===== config.mk =====
export PLATFORM = sky130hd
export DESIGN_NAME = adh_match
export DESIGN_NICKNAME = d
export VERILOG_FILES = /design/src/hdl/adh_pkg.sv /design/src/hdl/adh_match.sv
export SDC_FILE = /design/constraint.sdc
export NUM_CORES = 1
export LEC_CHECK = 0
export ABC_AREA = 1
export BUFFER_PORTS_ARGS = -buffer_cell sky130_fd_sc_hd__buf_2
export CORE_AREA = 4 4 430 432
export DETAILED_ROUTE_END_ITERATION = 10
export DIE_AREA = 0 0 434 436
export PLACE_DENSITY_LB_ADDON = 0.2
export REMOVE_ABC_BUFFERS = 1
export SETUP_SLACK_MARGIN = 0.15
export SKIP_LAST_GASP = 1
export SLEW_MARGIN = 20
export SYNTH_ARGS = -nofsm -noshare
export SYNTH_HDL_FRONTEND = slang
export SYNTH_SLANG_ARGS = --single-unit

===== constraint.sdc =====
create_clock -name vclk -period 5.1
set_clock_uncertainty 0.05 [all_clocks]
set_input_delay 1.53 -clock vclk [all_inputs]
set_output_delay 1.53 -clock vclk [all_outputs]
set_load 0.05 [all_outputs]

===== src/hdl/adh_pkg.sv =====
`timescale 1ns / 1ps
// adh_pkg: shared constants and types of the access distance histogram
// no dependencies

package adh_pkg;

	// fixed field widths
	localparam int TAG_W     = 64;
	localparam int OFF_W     = 4;
	localparam int BIN_IDX_W = 10;
	localparam int DIST_W    = 10;
	localparam int BIN_W     = 32;
	localparam int REUSE_W   = 40;

	// tags compared per cycle, one tag memory bank per lane
	localparam int LANES   = 16;
	localparam int LANE_AW = $clog2(LANES);

	// parameter defaults
	localparam int TABLE_ENTRIES_DEF = 1024;
	localparam int HIST_BINS_DEF     = 1024;
	localparam int COUNT_WIDTH_DEF   = 40;

	localparam logic [OFF_W-1:0] OFFSET_RESET = 4'd6;

	// result of comparing one row of tags
	typedef struct packed {
		logic               hit;
		logic [LANE_AW-1:0] lane;
	} match_t;

endpackage


===== src/hdl/adh_match.sv =====
`timescale 1ns / 1ps
// adh_match: compares one row of stored tags against the search tag
// depends on adh_pkg

module adh_match
	import adh_pkg::*;
(
	input  logic [LANES-1:0][TAG_W-1:0] row_tags,
	input  logic [LANES-1:0]            lane_valid,
	input  logic [TAG_W-1:0]            tag,
	output match_t                      result
);

	logic [LANES-1:0] eq;

	// per lane compare, lowest matching lane wins
	always_comb begin
		result = '0;
		for (int l = 0; l < LANES; l++) begin
			eq[l] = lane_valid[l] && (row_tags[l] == tag);
		end
		for (int l = LANES - 1; l >= 0; l--) begin
			if (eq[l]) begin
				result.hit  = 1'b1;
				result.lane = LANE_AW'(l);
			end
		end
	end

endmodule


# After elaboration in Yosys (flattened, before gate mapping)
# Index checks and enable logic that the tools add are counted.
dict set report word_totals {
  reg_bits 0
  latchBits 0
  mem_bits_rw 0
  rom_bits 0
  output_inout_bits 5
  elab_cells 48
  mem_count 0
}
dict set report op_classes {
  add_sub_neg 0
  mul 0
  div 0
  n_lt_le_gt_ge 0
  n_eq_ne 16
  shifts 0
  mux 16
  n_bitwise 0
  reduce_logical 16
}
# operator count
set ops {}
lappend ops {{== test 64 bit} 16}
lappend ops {{two-way mux 5 bit} 16}
lappend ops {{logical AND 1 bit} 16}

# Depth between registers and ports, before layout
dict set report logic_depth {
  ltp_word 18
  mapped_depth 25
  depth_no_buf 24
}

# Worst setup path before layout
# OpenSTA, ideal clock, no wires.
dict set report synth_timing {
  kind {input to output}
  startpoint {input port tag[26]}
  endpoint {output port result[3] (netlist name)}
  arrival_ps 4394
  required_ps 3520
  slack_ps -874
  path_stages 13
  path_buffers 3
  path_cell_list {buf_4 > inv_2 > buf_2 > buf_2 > nand2_1 > o21ai_0 > nor4_1 > nand4_1 > nor2_1 > nand3_1 > nand2_1 > nor3_1 > nor4_1}
}
# element line_no
set synth_lines {}
lappend synth_lines {{start, declared} adh_match.sv:10} ;# input logic [TAG_W-1:0] tag,
lappend synth_lines {{end, declared} adh_match.sv:11} ;# output match_t result

==> results.toml <==
[outcome]
run_status = "finished, violations left"
violations = "setup timing"

[route]
totalWireLength_um = 266000
dr.pass1.iters = 5
post_drt_antenna_nets = 0
drt_iter0_drc = 2917
num_vias = 27808
avgRoutedWirePerCell_um = 40.7
detail_route.drc_violations = 0
drt-vias-per-instance = 4.26

[sta]
fin_ws_ps = -950
slew_headroom_pct = 31.3
fin_crit_sh_pct = 119
worst_slew_pin_slew_ps = 1030
setup_viol_count_final = 5
maxClockFrequency_ghz = 0.165
post-route-min-period_ps = 6050
timing_hold_violations_final = 0
final-max-slew-violation-count = 0
unrepaired_setup_endpoints_after_global_routing = "yes"

[hold_path]
hold_path_start = "row_tags[127]"
worstHoldPathType = "in2out"
hold_depth = 8
worstHoldEndpoint = "result[0]"

[synthesis]
synth_area_per_cell_um2 = 5.53
yosys.area_share.simple_pct = 37.2
synth.yosys.warnings = 0
synth_top_family_by_area = "simple AND/OR/NAND/NOR gates"
synth_adder_area_share_pct = 0
syn_std_cell_area_mm2 = 0.0133
yosysUniqueCellTypes = 44
synth_cells = 2406
seq_total_area_yosys_pct = 0
area_fraction_in_compound_gates_after_synthesis_pct = 31.7
synthMuxAreaShare_pct = 0
synthXorXnorAreaFrac_pct = 18.8

[finish]
fin_nets = 5187
post_layout_nonfiller_instances = 6527
area_growth_syn_to_layout_pct = 122
layout.cells.most_common = "sky130_fd_sc_hd__buf_2"
final_cell_area_mm2 = 0.0295
mostFrequentLayoutCells = "sky130_fd_sc_hd__buf_2, sky130_fd_sc_hd__nand2_1, sky130_fd_sc_hd__buf_4, sky130_fd_sc_hd__o21ai_0, sky130_fd_sc_hd__nor2_1"
regArea_um2 = 0
nClkBuffers = 0
drive_gt1_share_pct = 50.5
fin_util_pct = 16.4
numSequentialCells = 0

[placement]
total_instance_count_after_detailed_placement = 6421
numPortBuffers = 1109
detailed_place.area_mm2 = 0.0279
dp_hpwl_um = 242000
routabilityCongestion = 0.964

[clock_tree]
ctsHoldBuffers = 0

[worst_setup_path]
critPathBufInv = 10
cp_cell_sequence = "buf_6 > buf_12 > inv_4 > buf_12 > buf_4 > buf_4 > a22o_1 > or4_4 > nor4_4 > buf_4 > nand4_1 > buf_6 > nand3_4 > buf_6 > nand3b_1 > buf_12"
worst_path_max_delay_cell = "sky130_fd_sc_hd__or4_4"
delay_of_the_slowest_cell_on_the_worst_path_ps = 430
crit_path_start_kind = "primary input"
end_kind = "primary output"
worst-path-max-fanout = 4
timing.critical_path.max_delay_family = "buffers and inverters"
arrival_ps = 4470
critical_path_class = "in2out"
critical_path_required_ps = 3520

[die]
initial_standard_cell_utilization_of_the_core_pct = 7.37
die_area_mm2 = 0.189
pin_count = 1109
die_height_um = 436
coreArea_mm2 = 0.181
die_width_um = 434
floorplan.rows = 156

[global_route]
antenna_found_initial = 198
grt_pass1_vias = 27113
globalRouteOverflowTotal = 0
grt_first_pass_wirelength_um = 318000
grt_start_max_net_pins = 18
grtUsageTotal_pct = 26.5

[job]
maxCapViolCount = 0

[pwr]
power.density_cell_area_mw_per_mm2 = 104
p_total_mw = 3.06
leakage_nw = 13.7
ir_worst_vdd_v = 0.0000258
## metrics by stage
step	setup TNS, ps	worst slack (ps)	hold WS, ps
2_1_floorplan	-1150	-886	3430
3_3_place_gp	-9710	-2130	3890
3_5_place_dp	-8580	-2030	3870
4_1_cts	-4960	-1020	3900
5_1_grt	-4660	-997	3960
6_report	-4410	-950	3940
## repair_timing
item                       4_1_cts  5_1_grt
resized for setup              122      144
pin swaps                       24       69
cloned                           0        1
setup endpoints to repair        5        5
setup buffers                   11       19
## layout make-up
cell class	count	area, um^2
Multi-Input combinational cell	2090	12600
Timing Repair Buffer	1828	13100
Inverter	163	678
Tap cell	2370	2970
Fill cell	21184	151000
Antenna cell	76	190
## cells in the mapped netlist (all sizes together)
master   count  area share, %
a22oi        8           0.45
a221o        1          0.075
nand2      634             18
clkinv       5           0.14
o22ai      160            7.5
buf        145            7.5
nand3b       4           0.23
and2         2          0.094
o221ai       1          0.066
nor4b        4           0.26
inv        158            4.5
nand4       56            2.6
nor3        10           0.41
o21a         1          0.056
nor2       241            6.8
a21boi       4           0.23
o21ai      280             11
o2111ai     19            1.3
a21oi       12           0.51
and3         2          0.094
o211ai       5           0.28
xnor2      175             12
a221oi      69            4.5
nand3       58            2.2
a22o        65            4.3
or4         12           0.70
nor4        78            3.7
xor2       110            7.2
clkbuf       8           0.23
or2         46            2.2
o21bai       1          0.056
a2111oi      1          0.066
a2111o       1          0.085
a211oi      30            1.7
## per-layer routing
metal  share of wire [%]  track usage, %  wire length, um
met4                 4.3            8.85            11500
met2                  49            47.2           131000
met1                  40            32.4           107000
met5                0.16               0              414
met3                 5.9            3.62            15700
## power by group
group	switching [mW]	internal [mW]
Combinational	1.82	1.24
Clock	0	0.00000191
Sequential	0	0
## worst max-delay path by stage
stage | from | endpoint | depth (start not counted)
final | tag[44] | result[4] | 16
after global routing | tag[28] | result[3] | 14
after CTS | tag[62] | result[4] | 17
after detailed placement | tag[15] | result[3] | 16
after global placement | tag[15] | result[3] | 16
after floorplan | tag[25] | result[3] | 12
## kinds of logic (layout without fill, tap and decap cells)
family	after synthesis	after routing
simple gates	1147	1147
buf+inv	316	1991
other cells	0	76
xor+xnor	285	285
compound gates	658	658
No activity file was read; power rests on OpenSTA's default activity.
